--- src/rtl/mhs_pkg.sv ---
// Shared constants, types and codes of the MinHash signature engine.
package mhs_pkg;

    localparam int SLOT_COUNT = 64;
    localparam int SLOT_W = 6;
    localparam int HASH_W = 32;
    localparam int DATA_W = 64;
    localparam logic [HASH_W-1:0] PRIME = 32'hFFFF_FFFB;
    localparam logic [HASH_W-1:0] MIN_INIT = {HASH_W{1'b1}};
    localparam int CELL_LAT = 5;
    localparam int DRAIN_CYCLES = SLOT_COUNT + CELL_LAT;
    localparam int DRAIN_W = $clog2(DRAIN_CYCLES + 1);

    localparam logic CMD_LOAD = 1'b0;
    localparam logic CMD_SHINGLE = 1'b1;

    typedef logic [SLOT_W-1:0] t_slot;

    typedef struct packed {
        logic              vld;
        logic              load;
        logic [SLOT_W-1:0] slot;
        logic [DATA_W-1:0] data;
    } t_tok;

endpackage

--- src/rtl/mhs_cell.sv ---
// One hash slot of the chain: coefficient pair, hash pipeline and running minimum.
module mhs_cell (
    input  logic                        i_clk,
    input  logic                        i_rst_n,
    input  mhs_pkg::t_slot              i_index,
    input  mhs_pkg::t_tok               i_tok,
    output mhs_pkg::t_tok               o_tok,
    input  logic                        i_shift,
    input  logic [mhs_pkg::HASH_W-1:0]  i_min_next,
    output logic [mhs_pkg::HASH_W-1:0]  o_min
);

    mhs_pkg::t_tok               r_tok;
    logic [mhs_pkg::HASH_W-1:0]  r_a;
    logic [mhs_pkg::HASH_W-1:0]  r_b;
    logic                        r_s1_v;
    logic [63:0]                 r_s1_lo;
    logic [31:0]                 r_s1_hi;
    logic [mhs_pkg::HASH_W-1:0]  r_s1_b;
    logic                        r_s2_v;
    logic [63:0]                 r_s2_t;
    logic                        r_s3_v;
    logic [34:0]                 r_s3;
    logic                        r_s4_v;
    logic [32:0]                 r_s4;
    logic [mhs_pkg::HASH_W-1:0]  r_min;

    logic                        w_shingle;
    logic [63:0]                 w_prod_lo;
    logic [31:0]                 w_prod_hi;
    logic [63:0]                 w_sum;
    logic [34:0]                 w_fold1;
    logic [32:0]                 w_fold2;
    logic [32:0]                 w_red;
    logic [mhs_pkg::HASH_W-1:0]  w_val;

    assign w_shingle = r_tok.vld && !r_tok.load;

    // The product is taken modulo 2^64, so only the low half of a * x_hi is kept.
    assign w_prod_lo = r_a * r_tok.data[31:0];
    assign w_prod_hi = r_a * r_tok.data[63:32];
    assign w_sum = r_s1_lo + {r_s1_hi, 32'h0} + {32'h0, r_s1_b};

    // Since 2^32 is 5 modulo the prime, each fold replaces hi * 2^32 by hi * 5.
    assign w_fold1 = {1'b0, r_s2_t[63:32], 2'b00} + {3'b000, r_s2_t[63:32]}
                   + {3'b000, r_s2_t[31:0]};
    assign w_fold2 = {28'h0, r_s3[34:32], 2'b00} + {30'h0, r_s3[34:32]}
                   + {1'b0, r_s3[31:0]};
    assign w_red = (r_s4 >= {1'b0, mhs_pkg::PRIME}) ? r_s4 - {1'b0, mhs_pkg::PRIME} : r_s4;
    assign w_val = w_red[31:0];

    always_ff @(posedge i_clk) begin
        r_tok.load <= i_tok.load;
        r_tok.slot <= i_tok.slot;
        r_tok.data <= i_tok.data;
        if (!i_rst_n) begin
            r_tok.vld <= 1'b0;
            r_s1_v    <= 1'b0;
            r_s2_v    <= 1'b0;
            r_s3_v    <= 1'b0;
            r_s4_v    <= 1'b0;
            r_min     <= mhs_pkg::MIN_INIT;
        end else begin
            r_tok.vld <= i_tok.vld;
            r_s1_v    <= w_shingle;
            r_s2_v    <= r_s1_v;
            r_s3_v    <= r_s2_v;
            r_s4_v    <= r_s3_v;
            if (i_shift) begin
                r_min <= i_min_next;
            end else if (r_s4_v && (w_val < r_min)) begin
                r_min <= w_val;
            end
        end
    end

    always_ff @(posedge i_clk) begin
        if (r_tok.vld && r_tok.load && (r_tok.slot == i_index)) begin
            r_a <= r_tok.data[63:32];
            r_b <= r_tok.data[31:0];
        end
        r_s1_lo <= w_prod_lo;
        r_s1_hi <= w_prod_hi;
        r_s1_b  <= r_b;
        r_s2_t  <= w_sum;
        r_s3    <= w_fold1;
        r_s4    <= w_fold2;
    end

    assign o_tok = r_tok;
    assign o_min = r_min;

    a_s1_from_shingle: assert property (@(posedge i_clk) disable iff (!i_rst_n)
        r_s1_v |-> $past(r_tok.vld && !r_tok.load))
        else $error("hash pipeline started without a shingle");

    a_fold_bound: assert property (@(posedge i_clk) disable iff (!i_rst_n)
        r_s4_v |-> (r_s4 < ({1'b0, mhs_pkg::PRIME} << 1)))
        else $error("folded value not below twice the prime");

    a_shift_idle: assert property (@(posedge i_clk) disable iff (!i_rst_n)
        i_shift |-> !r_s4_v)
        else $error("minimum shifted while an update was pending");

endmodule

--- config.mk ---
export PLATFORM = sky130hd
export DESIGN_NAME = mhs_cell
export DESIGN_NICKNAME = d
export VERILOG_FILES = /design/src/rtl/mhs_pkg.sv /design/src/rtl/mhs_cell.sv
export SDC_FILE = /design/constraint.sdc
export NUM_CORES = 2
export LEC_CHECK = 0
export ABC_AREA = 0
export BUFFER_PORTS_ARGS = -buffer_cell sky130_fd_sc_hd__buf_2
export CAP_MARGIN = 0
export CELL_PAD_IN_SITES_DETAIL_PLACEMENT = 1
export CELL_PAD_IN_SITES_GLOBAL_PLACEMENT = 2
export CORE_ASPECT_RATIO = 0.9
export CORE_UTILIZATION = 42
export CTS_CLUSTER_SIZE = 12
export DETAILED_ROUTE_END_ITERATION = 10
export PLACE_DENSITY = 0.81
export SLEW_MARGIN = 15
export SYNTH_ARGS = -nofsm -noshare
export SYNTH_HDL_FRONTEND = slang
export SYNTH_SLANG_ARGS = --single-unit
--- constraint.sdc ---
create_clock -name i_clk -period 11.7 [get_ports i_clk]
set_clock_uncertainty 0.2 [all_clocks]
set_input_delay 1.17 -clock i_clk [delete_from_list [all_inputs] [get_ports i_clk]]
set_output_delay 1.17 -clock i_clk [all_outputs]
set_load 0.1 [all_outputs]
Yosys cells after proc, flatten, opt, wreduce, memory -nomap -nowiden:

Index checks and enable logic that the tools add are counted.

* order comparisons: 2
* muxes and demuxes: 3
* multipliers: 2
* reductions and logical operators: 6
* equal/unequal tests: 1
* $add $sub $neg: 7

Operators with widths (number)
* $mux 32: 3
* $add 64x32->64: 1
* $add 64x64->64: 1
* $mul 32x32->64: 1
* $add 34x32->35: 1
* $add 35x32->35: 1
* $add 6x32->33: 1
* $ge 33x32->1 const B: 1
* $lt 32x32->1: 1
* $mul 32x32->32: 1
* $sub 32x32->32 const B: 1
* $add 5x3->6: 1
* $eq 6x6->1: 1
* $logic_and 1x1->1: 4
* $reduce_bool 2->1: 1
* $logic_not 1->1: 1

* flip-flop bits (word level): 432
* output and inout port bits: 104
* input bits: 113

Logic depth before layout (Yosys ltp):

* word-level depth: 6
* gate-level depth with buffers: 31
* mapped depth without buffers: 29

Worst setup path before layout:

Ideal clock, no wire load.

* kind: input-to-reg
* start point: input i_index[4]
* end point: register r_a[0] (netlist name) (enable)
* stages on the path: 3
* setup time: 0.644 ns
* arrival time: 7.633 ns
* buffers on the path: 0
* slack: 3.223 ns
* path through: xnor2_1 -> nand3_1 -> nor4_1

* cells in the longest elaborated chain, start to end: 2

Ends and longest elaborated chain
* start: declaration: RTL line mhs_cell.sv:5 `input mhs_pkg::t_slot i_index,`
* $eq 6x6->1: RTL line mhs_cell.sv:78 `if (r_tok.vld && r_tok.load && (r_tok.slot == i_index)) begin`
* $logic_and 1x1->1: RTL line mhs_cell.sv:78
* end signal: assignment: RTL line mhs_cell.sv:79 `r_a <= r_tok.data[63:32];`
* end: declaration: RTL line mhs_cell.sv:14 `logic [mhs_pkg::HASH_W-1:0] r_a;`

No other way between the ends.
A chain may end at the register's enable or synchronous reset.

Worst setup path in the final report:

* start point: register r_a[3] (netlist name)
* end point: register r_s1_lo[58]

* cells in the longest elaborated chain, start to end: 1

Ends and longest elaborated chain
* $mul 32x32->64: RTL line mhs_cell.sv:40 `assign w_prod_lo = r_a * r_tok.data[31:0];`
* net w_prod_lo[58]: RTL line mhs_cell.sv:29 `logic [63:0] w_prod_lo;`
* end signal: assignment: RTL line mhs_cell.sv:82 `r_s1_lo <= w_prod_lo;`
* end: declaration: RTL line mhs_cell.sv:17 `logic [63:0] r_s1_lo;`

The timed path passes the listed nets, and every way through them passes these cells.

==> qor.yml <==
logic_synthesis:
  synthMuxAreaShare_pct: 0.499
  synthSimpleGateAreaFrac_pct: 15.1
  synth_top_family_by_area: "adder cells"
  synth.top_cell.area_share_pct: 40.3
  synthFlopType: "dfxtp_1"
  synth_cell_types: 85
  synth_warnings: 0
  synthAdderAreaFrac_pct: 50.2
  synth_compound_area_share_pct: 5.88
  synth_top_area_cell: "fa_1"
  syn_nets: 9053
  async_flop_share_pct: 0
  synthCells: 7078
  ys_ff_latch: 432
  netlist_area_um2: 66400
  synth_area_per_cell_um2: 9.38
  synth_xor_area_share_pct: 3.99
  seq_area_frac_synth_pct: 14.0
  synthTopCellsByArea: "fa_1, dfxtp_1, ha_1"
  synth_edf_count: 64
timing:
  rsz0062_at_grt: "false"
  fin_crit_sh_pct: 78.7
  maxSlewViolCount: 0
  fin_crit_ns: 9.21
  relSlewSlack_pct: 20.7
  max_freq_mhz: 109
  setup_violations: 0
  worstMarginPinSlew_ns: 1.19
  hold_viol: 0
  setup-tns-final_ns: 0
cts:
  hold_buffers: 0
  cts_buffers: 52
  ctsHtreeMaxLevel: 2
  cts_resized: 0
  cts_tree: "yes"
  clkTransAtPathRegs_ns: 0.06
  clk_path_buf_depth: 3
  root_buffer: "clkbuf_16"
  cts_setup_buffers: 0
  clock_latency_ns: 0.67
  clkSinkCount: 432
floorplan:
  die_w_um: 421
  core_area_um2: 157000
  initial_core_util_pct: 42.3
  pin_count: 217
  dieArea_um2: 160000
  die_h_um: 379
  rows: 138
cells_and_area:
  layout-drive-gt1-share_pct: 6.04
  nets: 9080
  final_common_cell: "inv_1"
  syn_to_final_growth_pct: 7.57
  most-common-layout-cells: "inv_1, fa_1, nand2_1"
  finalInstanceArea_um2: 71400
drt:
  final_antenna_net_count: 0
  vias_per_cell: 5.19
  drt_iter0_drc: 2721
  drt_wl_total_um: 207000
  drtPass1Iterations: 5
  route.detailed.drc: 0
  routedWlPerCell_um: 22.4
  vias: 48000
placed_design:
  place_congestion: 0.909
  io_buffers: 216
  placed_area_um2: 69600
  hpwlAfterDp_um: 161000
critical_path:
  r2r_cells: 25
  worstSetupPathType: "flop to flop"
  worstPathRequired_ns: 12.04
  cp_data_arrival_time_ns: 9.55
  critPathCaptureType: "flop"
  path_common_cell: "fa_1"
  slowest_delay_ns: 1.00
  cp_max_fo: 35
  critPathLaunchType: "flop"
  crit_slowest_cell: "edfxtp_1"
global_routing:
  grt_usage_pct: 26.6
  grt_max_degree: 66
  grt_remaining_overflow: 0
  grt_pass1_vias: 53500
  antenna_found_initial: 11
  grt_pass1_wl_um: 324000
hold_path:
  worst_hold_path.num_cells: 0
  hp-class: "flop to flop"
job:
  max-cap-violations: 0
status:
  status: "finished, final reports clean"
==> sequential cells by signal, summed over array words and instances (netlist names) <==
signal,cells
r_s1_v,1
r_s2_v,1
r_b,32
o_min,32
r_s3_v,1
r_s4_v,1
o_tok,72
r_s1_hi,32
r_s1_lo,64
r_s2_t,64
r_s3,35
r_s1_b,32
r_a,32
r_s4,33
==> cell usage after synthesis (71+ instances only) <==
library cell     n
inv_1         1489
fa_1          1338
nand2_1        954
and2_1         745
ha_1           524
dfxtp_1        368
clkbuf_1       336
xnor2_1        204
a21oi_1        187
nor2_1         108
a21o_1          99
xor2_1          95
o21ai_0         71
==> area by class of cell <==
cell class	count	area (um2)
fillers	18000	85700
well taps	2100	2630
inverters	1489	5590
diodes	5	12.5
repair buffers	316	1890
clock buffers	76	1540
clock inverters	21	244
multi-input cells	4814	50200
flip-flops and latches	432	9290
==> stage by stage <==
| step | worst slack [ns] | utilization (%) | hold slack (ns) | std cells |
|---|---|---|---|---|
| 4_1_cts | 2.58 | 45.5 | 0.132 | 9248 |
| 3_3_place_gp | 2.74 | 44.3 | 0.124 | 9151 |
| 6_report | 2.49 | 45.5 | 0.131 | 9253 |
| 3_5_place_dp | 2.61 | 44.3 | 0.128 | 9151 |
| 2_1_floorplan | 3.22 | - | 0.123 | 7078 |
| 5_1_grt | 2.17 | 45.5 | 0.125 | 9248 |
==> final timing paths <==
check	from	end	slack, ns
worst max-delay path	r_a[3]$_DFFE_PP_	r_s1_lo[58]$_DFF_P_	2.49
worst min-delay path	r_b[9]$_DFFE_PP_	r_s1_b[9]$_DFF_P_	0.13
worst max register to register	r_a[3]$_DFFE_PP_	r_s1_lo[58]$_DFF_P_	2.49
worst min register to register	r_b[9]$_DFFE_PP_	r_s1_b[9]$_DFF_P_	0.13
==> per-layer routing <==
metal | share of wire (%) | GRT usage [%]
met5 | 0.016 | 0
met4 | 3.4 | 8.07
met3 | 5.6 | 3.41
met2 | 47 | 43.8
met1 | 44 | 36.5
==> worst max-delay path: cells and delay by family (launching register included) <==
kind            cells  cell delay (ns)
simple gates        2             0.24
flops               1             1.00
fa+ha+maj           9             3.65
compound gates      9             2.98
buf+inv             4             0.83
xor+xnor            1             0.13
==> cell families (layout without fill, tap and decap cells) <==
family / after synthesis / in the layout
adder cells (fa/ha/maj): 1862 / 1862
multiplexers: 33 / 33
buffers and inverters: 1832 / 1902
other: 0 / 5
AND/OR/NAND/NOR: 2028 / 2028
flip-flops: 432 / 432
XOR/XNOR: 301 / 301
AO/OA/AOI/OAI: 590 / 590
Power is left out: the tool's default activity adds up to more than one toggle a clock period on the data nets, which glitch-free logic cannot reach.
